===== src/sv/ktsi_pkg.sv =====
// knot table spline interpolator: shared types, codes and helpers
// no dependencies; used by ktsi_mul, ktsi_div and the top level
`default_nettype none

package ktsi_pkg;

    // magnitude limit of one fixed-point product, 2^56 - 1
    localparam logic [63:0] K_LIM = 64'h00FF_FFFF_FFFF_FFFF;

    // operation codes
    localparam logic [1:0] OP_WRITE      = 2'd0;
    localparam logic [1:0] OP_UNIFORM    = 2'd1;
    localparam logic [1:0] OP_NONUNIFORM = 2'd2;
    localparam logic [1:0] OP_BEZIER     = 2'd3;

    // configuration register indexes
    localparam logic CFG_KNOT_COUNT = 1'b0;
    localparam logic CFG_FLAT_TOL   = 1'b1;

    typedef struct packed {
        logic               start;
        logic signed [63:0] a;
        logic signed [63:0] b;
    } t_mul_req;

    typedef struct packed {
        logic               done;
        logic signed [63:0] q;
        logic [63:0]        lo;
    } t_mul_rsp;

    typedef struct packed {
        logic        start;
        logic [63:0] num;
        logic [63:0] den;
    } t_div_req;

    typedef struct packed {
        logic        done;
        logic [63:0] quo;
        logic [63:0] rem;
    } t_div_rsp;

    function automatic logic [63:0] mag64(input logic signed [63:0] v);
        logic [63:0] r;
        r = v[63] ? 64'(-v) : 64'(v);
        return r;
    endfunction

    function automatic logic signed [31:0] sat32(input logic signed [63:0] v);
        logic signed [31:0] r;
        if (v > 64'sd2147483647) begin
            r = 32'sh7FFF_FFFF;
        end else if (v < -64'sd2147483648) begin
            r = 32'sh8000_0000;
        end else begin
            r = v[31:0];
        end
        return r;
    endfunction

endpackage

`default_nettype wire


===== src/sv/ktsi_mul.sv =====
// sequential fixed-point multiplier: four 32x32 partial products, then
// shift by FRAC_BITS with saturation; depends on ktsi_pkg
`default_nettype none

module ktsi_mul
    import ktsi_pkg::*;
#(
    parameter int FRAC_BITS = 16
) (
    input  logic     i_clk,
    input  logic     i_rst_n,
    input  t_mul_req i_req,
    output t_mul_rsp o_rsp
);

    logic [63:0]        r_am;
    logic [63:0]        r_bm;
    logic               r_neg;
    logic [2:0]         r_cnt;
    logic               r_busy;
    logic [127:0]       r_acc;
    logic               r_done;
    logic signed [63:0] r_q;
    logic [63:0]        r_lo;

    logic [31:0]        w_ah;
    logic [31:0]        w_bh;
    logic [63:0]        w_pp;
    logic [127:0]       w_sh;
    logic               w_sat;
    logic [55:0]        w_mag;
    logic signed [63:0] w_qm;

    always_comb begin
        case (r_cnt[1:0])
            2'd0: begin
                w_ah = r_am[31:0];
                w_bh = r_bm[31:0];
            end
            2'd1: begin
                w_ah = r_am[31:0];
                w_bh = r_bm[63:32];
            end
            2'd2: begin
                w_ah = r_am[63:32];
                w_bh = r_bm[31:0];
            end
            default: begin
                w_ah = r_am[63:32];
                w_bh = r_bm[63:32];
            end
        endcase
        w_pp = 64'(w_ah) * 64'(w_bh);
        case (r_cnt[1:0])
            2'd0:    w_sh = {64'd0, w_pp};
            2'd1:    w_sh = {32'd0, w_pp, 32'd0};
            2'd2:    w_sh = {32'd0, w_pp, 32'd0};
            default: w_sh = {w_pp, 64'd0};
        endcase
        w_sat = |r_acc[127:56+FRAC_BITS];
        w_mag = w_sat ? K_LIM[55:0] : r_acc[55+FRAC_BITS:FRAC_BITS];
        w_qm  = $signed({8'd0, w_mag});
    end

    always_ff @(posedge i_clk) begin
        if (!i_rst_n) begin
            r_busy <= 1'b0;
            r_done <= 1'b0;
            r_cnt  <= '0;
        end else begin
            r_done <= 1'b0;
            if (i_req.start) begin
                r_am   <= mag64(i_req.a);
                r_bm   <= mag64(i_req.b);
                r_neg  <= i_req.a[63] ^ i_req.b[63];
                r_acc  <= '0;
                r_cnt  <= '0;
                r_busy <= 1'b1;
            end else if (r_busy) begin
                if (r_cnt == 3'd4) begin
                    r_busy <= 1'b0;
                    r_done <= 1'b1;
                    r_q    <= r_neg ? -w_qm : w_qm;
                    r_lo   <= r_acc[63:0];
                end else begin
                    r_acc <= r_acc + w_sh;
                    r_cnt <= r_cnt + 3'd1;
                end
            end
        end
    end

    assign o_rsp.done = r_done;
    assign o_rsp.q    = r_q;
    assign o_rsp.lo   = r_lo;

endmodule

`default_nettype wire


===== config.mk =====
export PLATFORM = sky130hd
export DESIGN_NAME = ktsi_mul
export DESIGN_NICKNAME = d
export VERILOG_FILES = /design/src/sv/ktsi_pkg.sv /design/src/sv/ktsi_mul.sv
export SDC_FILE = /design/constraint.sdc
export NUM_CORES = 2
export LEC_CHECK = 0
export BUFFER_PORTS_ARGS = -buffer_cell sky130_fd_sc_hd__clkbuf_2
export CORE_MARGIN = 3
export CORE_UTILIZATION = 40
export DETAILED_ROUTE_END_ITERATION = 10
export PLACE_DENSITY = 0.6
export SYNTH_ARGS = -nofsm -noshare
export SYNTH_HDL_FRONTEND = slang
export SYNTH_SLANG_ARGS = --single-unit

===== constraint.sdc =====
create_clock -name i_clk -period 37.5 [get_ports i_clk]
set_input_delay 7.5 -clock i_clk [delete_from_list [all_inputs] [get_ports i_clk]]
set_output_delay 7.5 -clock i_clk [all_outputs]
set_load 0.03 [all_outputs]

==> results.json <==
{
  "hp-start": "r_acc[26]",
  "initialDrtViolationCount": 4495,
  "grt_antenna_before_repair": 4,
  "met1_length_um": 83700,
  "cp_top_family": "adder cells",
  "synth_seq_cells": 390,
  "final-hold-violation-count": 0,
  "hold_slack_ns": 0.553,
  "grt_max_degree": 80,
  "status": "completed",
  "met3_wirelength_um": 20500,
  "setup_slack_ns": 22.37,
  "end_kind": "flop",
  "yosys.area.top_type": "fa_1",
  "critical_path_class": "flop to flop",
  "critPathLaunch": "r_cnt[0]",
  "core-area_um2": 145000,
  "cp_max_fo": 56,
  "highest-signal-layer": "met4",
  "final_antenna_net_count": 0,
  "finalMaxSlewViolations": 0,
  "place.gp.congestion": 0.950,
  "insertion_delay_ns": 0.66,
  "vias_per_cell": 5.71,
  "clk_pin_slew_ns": 0.06,
  "drt_wl_total_um": 202000,
  "place_worst_setup_slack_ns": 22.41,
  "io_buffers": 259,
  "worstPathRequired_ns": 37.91,
  "fp.dieW_um": 389,
  "hp-class": "flop to flop",
  "rsz0062_at_grt": "no",
  "syn_avg_cell_area_um2": 9.12,
  "firstDrtPassIters": 6,
  "max_freq_mhz": 66.1,
  "relSlewSlack_pct": 16.5,
  "grt_use_total_pct": 26.3,
  "numCtsBuffers": 49,
  "first_global_vias": 48300,
  "synth-edff-count": 385,
  "clock_path_buffers": 3,
  "max_stage_delay_ns": 1.12,
  "htreeDepth": 2,
  "placedInstanceArea_um2": 62200,
  "seq_area_frac_synth_pct": 19.9,
  "cts_resized": 0,
  "netlist_area_um2": 58700,
  "r2r-start": "r_cnt[0]",
  "syn-num-nets": 7864,
  "synth.most_common_cell": "inv_1",
  "cp.arrival_ns": 15.54,
  "core.rowCount": 139,
  "cts_root_buf": "clkbuf_16",
  "cts_setup_buffers": 0,
  "yosys_warnings": 0,
  "netlist_top_cells_area": "fa_1 31%, edfxtp_1 20%, ha_1 8.5%",
  "hpwl_um": 159000,
  "crit_path_top_delay_cell": "o41ai_1",
  "areaGrowthSynthToFinish_pct": 8.96,
  "nets": 7965,
  "fin_crit_ns": 15.13,
  "grt_pass1_wl_um": 301000,
  "cts_tree": "yes",
  "tightest_slew_ns": 1.25,
  "synth_ff_type": "edfxtp_1",
  "ys_async_sr_fraction_pct": 0,
  "final_cell_area_um2": 64000,
  "setup_viol": 0,
  "crit_path_start_kind": "flop",
  "critPathBufInv": 5,
  "cts_sinks": 390,
  "synth.distinct_cells": 90,
  "die_area_um2": 151000,
  "overflow": 0,
  "syn_inst": 6439,
  "start_util_pct": 40.6,
  "dr_wl_met2_um": 88100,
  "num_vias": 48500,
  "routedWlPerCell_um": 23.8,
  "tns_ns": 0,
  "drv_cap": 0,
  "yosysTopAreaCellShare_pct": 30.6,
  "drc": 0,
  "post-route-period-util_pct": 40.3,
  "fp.dieH_um": 389,
  "cts_hold_buf": 0,
  "drive_gt1_share_pct": 9.05,
  "crit_top_cell": "fa_1",
  "synth_common_cells": "926 x inv_1, 918 x nor2_1, 897 x fa_1",
  "clock_skew_ns": 0.0318,
  "ios": 260
}
==> kinds of logic after synthesis <==
logic type / count (synthesis) / synth area share [%]
DFF: 390 / 19.9
buffers and inverters: 1227 / 7.86
adders and majority gates: 1294 / 39.1
and+or+nand+nor: 2120 / 15.7
xor gates and xnor gates: 320 / 4.77
AOI/OAI and AO/OA: 961 / 10.4
muxes: 127 / 2.31
==> routing by layer <==
layer  GRT usage [%]  vias up
met5               0        -
met4            11.0        0
met3            6.14      426
met2            40.0     2458
met1            36.0    24400
li1                -    21200
==> placed cells by master (no fill, tap or decap), types with 32 or more instances in the layout <==
cell	n
inv_1	926
nor2b_1	32
o21bai_1	57
xnor2_1	229
fa_1	897
o21ai_0	258
mux2i_2	34
ha_1	397
a21oi_1	262
or3_1	34
edfxtp_1	385
nor2_1	915
a21o_1	109
nand2_1	727
mux2_2	65
nand4_1	74
xor2_1	91
clkbuf_16	49
and2_1	59
clkbuf_2	258
nor4_1	32
buf_4	92
o311ai_0	32
nand3_1	41
nor3_1	66
nand2b_1	35
o31ai_1	41
==> area by class of cell <==
class,instances,area (um2)
fill,14100,80700
multi-input combinational,4822,42700
sequential,390,11700
inverter,927,3480
tap,1903,2380
timing repair buffer,350,1980
clock buffer,55,1250
clock inverter,34,526
antenna,2,5.00
==> worst paths after layout <==
| path | to | slack [ns] | cells past startpoint |
|---|---|---|---|
| setup / recovery | r_acc[121] | 22.37 | 41 |
| hold / removal | r_lo[26] | 0.55 | 0 |
| hold reg to reg | r_lo[26] | 0.55 | 0 |
| setup reg to reg | r_acc[121] | 22.37 | 41 |
==> registers in the layout (all words and copies together) (netlist names) <==
signal / count
r_lo: 64
r_done: 1
r_acc: 128
r_busy: 1
r_am: 64
r_neg: 1
r_q: 64
r_cnt: 3
r_bm: 64
==> through the flow <==
step / util [%] / cells
floorplan: - / 6439
global placement: 43.0 / 8392
detailed placement: 43.0 / 8392
CTS: 44.2 / 8481
global route: 44.2 / 8482
finish: 44.2 / 8483
Power is left out: the tool's default activity adds up to more than one toggle a clock period on the data nets, which glitch-free logic cannot reach.
