`src/sv/ktsi_pkg.sv`:
```
// knot table spline interpolator: shared types, codes and helpers
// no dependencies; used by ktsi_mul, ktsi_div and the top level
`default_nettype none

package ktsi_pkg;

    // magnitude limit of one fixed-point product, 2^56 - 1
    localparam logic [63:0] K_LIM = 64'h00FF_FFFF_FFFF_FFFF;

    // operation codes
    localparam logic [1:0] OP_WRITE      = 2'd0;
    localparam logic [1:0] OP_UNIFORM    = 2'd1;
    localparam logic [1:0] OP_NONUNIFORM = 2'd2;
    localparam logic [1:0] OP_BEZIER     = 2'd3;

    // configuration register indexes
    localparam logic CFG_KNOT_COUNT = 1'b0;
    localparam logic CFG_FLAT_TOL   = 1'b1;

    typedef struct packed {
        logic               start;
        logic signed [63:0] a;
        logic signed [63:0] b;
    } t_mul_req;

    typedef struct packed {
        logic               done;
        logic signed [63:0] q;
        logic [63:0]        lo;
    } t_mul_rsp;

    typedef struct packed {
        logic        start;
        logic [63:0] num;
        logic [63:0] den;
    } t_div_req;

    typedef struct packed {
        logic        done;
        logic [63:0] quo;
        logic [63:0] rem;
    } t_div_rsp;

    function automatic logic [63:0] mag64(input logic signed [63:0] v);
        logic [63:0] r;
        r = v[63] ? 64'(-v) : 64'(v);
        return r;
    endfunction

    function automatic logic signed [31:0] sat32(input logic signed [63:0] v);
        logic signed [31:0] r;
        if (v > 64'sd2147483647) begin
            r = 32'sh7FFF_FFFF;
        end else if (v < -64'sd2147483648) begin
            r = 32'sh8000_0000;
        end else begin
            r = v[31:0];
        end
        return r;
    endfunction

endpackage

`default_nettype wire

```
`src/sv/ktsi_div.sv`:
```
// unsigned 64 by 64 bit restoring divider, one quotient bit per cycle
// depends on ktsi_pkg
`default_nettype none

module ktsi_div
    import ktsi_pkg::*;
(
    input  logic     i_clk,
    input  logic     i_rst_n,
    input  t_div_req i_req,
    output t_div_rsp o_rsp
);

    logic [63:0] r_q;
    logic [63:0] r_r;
    logic [63:0] r_d;
    logic [5:0]  r_cnt;
    logic        r_busy;
    logic        r_done;

    logic [64:0] w_t;
    logic [64:0] w_diff;
    logic        w_ge;

    always_comb begin
        w_t    = {r_r, r_q[63]};
        w_ge   = w_t >= {1'b0, r_d};
        w_diff = w_t - {1'b0, r_d};
    end

    always_ff @(posedge i_clk) begin
        if (!i_rst_n) begin
            r_busy <= 1'b0;
            r_done <= 1'b0;
            r_cnt  <= '0;
        end else begin
            r_done <= 1'b0;
            if (i_req.start) begin
                r_q    <= i_req.num;
                r_r    <= '0;
                r_d    <= i_req.den;
                r_cnt  <= '0;
                r_busy <= 1'b1;
            end else if (r_busy) begin
                r_r   <= w_ge ? w_diff[63:0] : w_t[63:0];
                r_q   <= {r_q[62:0], w_ge};
                r_cnt <= r_cnt + 6'd1;
                if (r_cnt == 6'd63) begin
                    r_busy <= 1'b0;
                    r_done <= 1'b1;
                end
            end
        end
    end

    assign o_rsp.done = r_done;
    assign o_rsp.quo  = r_q;
    assign o_rsp.rem  = r_r;

endmodule

`default_nettype wire
```
`config.mk`:
```
export PLATFORM = sky130hd
export DESIGN_NAME = ktsi_div
export DESIGN_NICKNAME = d
export VERILOG_FILES = /design/src/sv/ktsi_pkg.sv /design/src/sv/ktsi_div.sv
export SDC_FILE = /design/constraint.sdc
export NUM_CORES = 1
export LEC_CHECK = 0
export ABC_AREA = 1
export BUFFER_PORTS_ARGS = -buffer_cell sky130_fd_sc_hd__buf_2
export CAP_MARGIN = 30
export CORE_MARGIN = 3
export CORE_UTILIZATION = 36
export DETAILED_ROUTE_END_ITERATION = 10
export GPL_ROUTABILITY_DRIVEN = 0
export GPL_TIMING_DRIVEN = 1
export SETUP_SLACK_MARGIN = 0.2
export SKIP_LAST_GASP = 1
export SYNTH_ARGS = -nofsm -noshare
export SYNTH_HDL_FRONTEND = slang
export SYNTH_SLANG_ARGS = --single-unit
```
`constraint.sdc`:
```
create_clock -name i_clk -period 9.1 [get_ports i_clk]
set_input_delay 0.91 -clock i_clk [delete_from_list [all_inputs] [get_ports i_clk]]
set_output_delay 0.91 -clock i_clk [all_outputs]
set_load 0.01 [all_outputs]
```
==> metrics.md <==
| Metric | Value |
|---|---|
| Crit-path max FO | 52 |
| EDFF count, synth | 192 |
| Switching Share | 40.14% |
| Port-buffer cells | between 200 and 300 |
| VDD IR max | 0.1410 mV |
| Post-Synth Adder-Cell Area | ~5.6% |
| Crit end category | flip-flop |
| Total Power | 3.172 mW |
| RSZ-0062 raised after global routing | no |
| Antenna violations before repair | 7 |
| Grt ovf | 0 |
| Number of setup violations in the final report | 0 |
| Critical Path Source Type | flip-flop |
| Routed Antenna Nets | 0 |
| Iter 0 DRT Violations | 1268 |
| Reg2reg end | r_r[8]$_SDFFCE_PP0P_ |
| Row count | 73 |
| WP data required | 9.33 ns |
| Crit Path Class | reg2reg |
| Postcts setup bufs | 0 |
| First-pass GRT wire length | around 76000 um |
| Yosys warnings | 0 |
| Detailed Route WL | 48510 um |
| Hold Startpoint | r_cnt[5]$_SDFFE_PP0P_ |
| Status | complete, no violations |
| Worst-path clk slew | 0.09 ns |
| Combinational share of power | 38.5% |
| Initial Util | a little under two fifths |
| Arr. time, crit path | between 4 and 5 ns |
| Largest net degree at the start of global routing | 76 |
| WP buf/inv | 2 |
| Via count | 14160 |
| DRT Pass-1 Iters | 6 |
| Total track usage | 22.11% |
| Hold Fails Final Rpt | 0 |
| CTS buffer count | 17 |
| Clk buf depth | 2 |
| Yosys reg bits | 200 |
| Final HPWL DP | just under 40000 um |
| Post-synthesis compound-gate area fraction | 2.071% |
| Clk_lat worst skew | approximately 0.48 ns |
| Slew Limit Fails | 0 |
| Post-synth ARST share | 0% |
| Die H | 208.8 um |
| Syn nets | about 2400 |
| PD cells | 184.5 nW/um^2 |
| Hold Buf Count CTS | 0 |
| Clk pwr share | 23.9% |
| Layout Cells excl Fill | approximately 3000 |
| Worst path slowest cell | edfxtp_1 |
| Family with the most delay on the worst path | simple AND/OR/NAND/NOR gates |
| DP Cell Count | 2941 |
| Ys flop type | edfxtp_1 |
| Die width | 208.8 um |
| Distinct cell type count after synthesis | 37 |
| Worst reg-to-reg path cell count | 11 |
| Vias per cell | 4.754 |
| Relative slew slack | 39.65% |
| Syn-to-layout area delta | 16.18% |
| Resize count post-CTS | 0 |
| Htree depth | 4 |
| Post-Syn Instances | about 2200 |
| Worst-margin pin slew | just over 0.9 ns |
| Simple-gate share of the synthesized area | 37.77% |
| CTS tree | yes |
| Max cap viols | 0 |
| Share of cells above drive strength 1 | around 15% |
| Vias in the first global route | 13780 |
| Die footprint | 43590 sq um |
| DRC Markers | 0 |
| Crit path time final | 3.964 ns |
| Mapped cell area | 14800 sq um |
| Worst min path class | reg2reg |
| # IOs | 260 |
| Critical path cell sequence | ha_1, nand2_1, nor2_1, nand2_1, nor4_4, nand2_4, nand2_4, inv_2, buf_4, nor2_2, nor2_1 |
| Cell Int Power | 1.899 mW |
| Critical R2R Launch | r_r[46]$_SDFFCE_PP0P_ |
| Post-route setup TNS | 0 ns |
| Mux share of post-synthesis cell area | 0% |
| Critical Path Max Stage Delay | about 0.48 ns |
| Mean Syn Cell Area | 6.750 sq um |
| Skew final | about 0.023 ns |
| Psw | 1.273 mW |
| Core area | about 40000 sq um |
| Lkg Pwr | approximately 9.5 nW |
| Root buffer cell | clkbuf_16 |
| WL/cell | 16.29 um |
| Worst Hold Path EP | r_cnt[5]$_SDFFE_PP0P_ |
| Post-synthesis sequential area ratio | between 40% and 50% |
| R2R setup slack | slightly above 5 ns |
| Seq pwr share | 37.6% |
| Post-layout nets | ~2600 |
| Hold depth | 1 |
| Period utilisation layout | 43.56% |
| Max frequency | roughly 250 MHz |
| Largest family of logic cells by synthesized area | simple AND/OR/NAND/NOR gates |
| Synth Area in XOR/XNOR | 1.834% |
| Clock sinks | 200 |
kinds of logic (layout without fill, tap and decap cells):
| logic type | count (synthesis) | count (layout) |
|---|---|---|
| simple gates | 1351 | 1351 |
| buf+inv | 486 | 742 |
| flops | 200 | 200 |
| fa+ha+maj | 66 | 66 |
| compound gates | 59 | 59 |
| xor+xnor | 31 | 31 |
| other cells | 0 | 4 |
worst max-delay path by stage:
stage,startpoint,endpoint,depth (start not counted)
finish,r_r[46]$_SDFFCE_PP0P_,r_r[8]$_SDFFCE_PP0P_,11
global route,r_r[7]$_SDFFCE_PP0P_,r_r[13]$_SDFFCE_PP0P_,17
CTS,r_r[46]$_SDFFCE_PP0P_,r_r[8]$_SDFFCE_PP0P_,11
detailed placement,r_r[7]$_SDFFCE_PP0P_,r_r[13]$_SDFFCE_PP0P_,17
global placement,r_r[43]$_SDFFCE_PP0P_,r_r[29]$_SDFFCE_PP0P_,11
floorplan,i_req[128],r_q[0]$_DFFE_PP_,3
power groups by stage:
stage	Clock, mW	Combinational, mW	Sequential, mW
finish	0.759	1.22	1.19
global route	0.816	1.37	1.20
CTS	0.786	1.21	1.19
detailed placement	0	1.20	1.21
global placement	0	1.20	1.21
floorplan	0	0.804	1.23
cell usage in the layout, fill, tap and decap left out, drive strengths merged, types with 6 or more instances in the layout:
master	instances
nand2	953
inv	448
buf	266
nor2	237
edfxtp	192
nand3	68
ha	65
nand3b	52
a21oi	46
xor2	30
clkbuf	19
nand4	16
nor3	16
o21ai	11
dfxtp	8
clkinv	6
cell type report:
cell class	count	area, sq um
diodes	4	10.01
clock buffers	19	442.9
clock inverters	13	116.4
fillers	4358	22990
inverters	444	1668
multi-input cells	1507	7009
flip-flops and latches	200	5926
well taps	525	656.9
repair buffers	266	1369
state kept, by name (all words and copies together) (netlist names):
signal  cells
r_busy      1
r_cnt       6
r_d        64
r_done      1
r_q        64
r_r        64
Yosys cell counts, types with 15 or more instances:
cell	count	area [sq um]
nor3_1	15	75.07
nand4_1	16	100.1
inv_1	435	1633
ha_1	65	813.3
nor2_1	197	739.5
xor2_1	30	262.8
edfxtp_1	192	5766
nor2_2	38	237.7
nand3b_1	52	390.4
clkbuf_1	17	63.81
nand2_1	949	3562
nand3_1	67	335.3
a21oi_1	45	225.2
worst register-to-register path: cells and delay by family, from the launching register on:
family / cells / cell delay (ns)
AND/OR/NAND/NOR: 8 / 2.07
buffers and inverters: 2 / 0.69
flip-flops: 1 / 0.48
adder cells (fa/ha/maj): 1 / 0.47
metrics by stage:
step           area [sq um]  util (%)  worst slack [ns]  hold WS [ns]
2_1_floorplan         14800         -             4.660        0.4224
3_3_place_gp          16600     41.31             5.146        0.4352
3_5_place_dp          16600     41.31             5.055        0.4697
4_1_cts               17160     42.70             5.043        0.4812
5_1_grt               17190     42.78             4.765        0.5012
6_report              17200     42.79             5.136        0.4866
metal layers:
layer | track usage, % | up-vias | share of wire [%]
met4 | 7.021 | 6 | 2.9
met1 | 28.93 | 6364 | 43
met2 | 35.33 | 579 | 44
met5 | 0 | - | 0.093
li1 | - | 7121 | -
met3 | 6.516 | 88 | 9.5
Note: power is estimated with default switching activity, not from simulation.
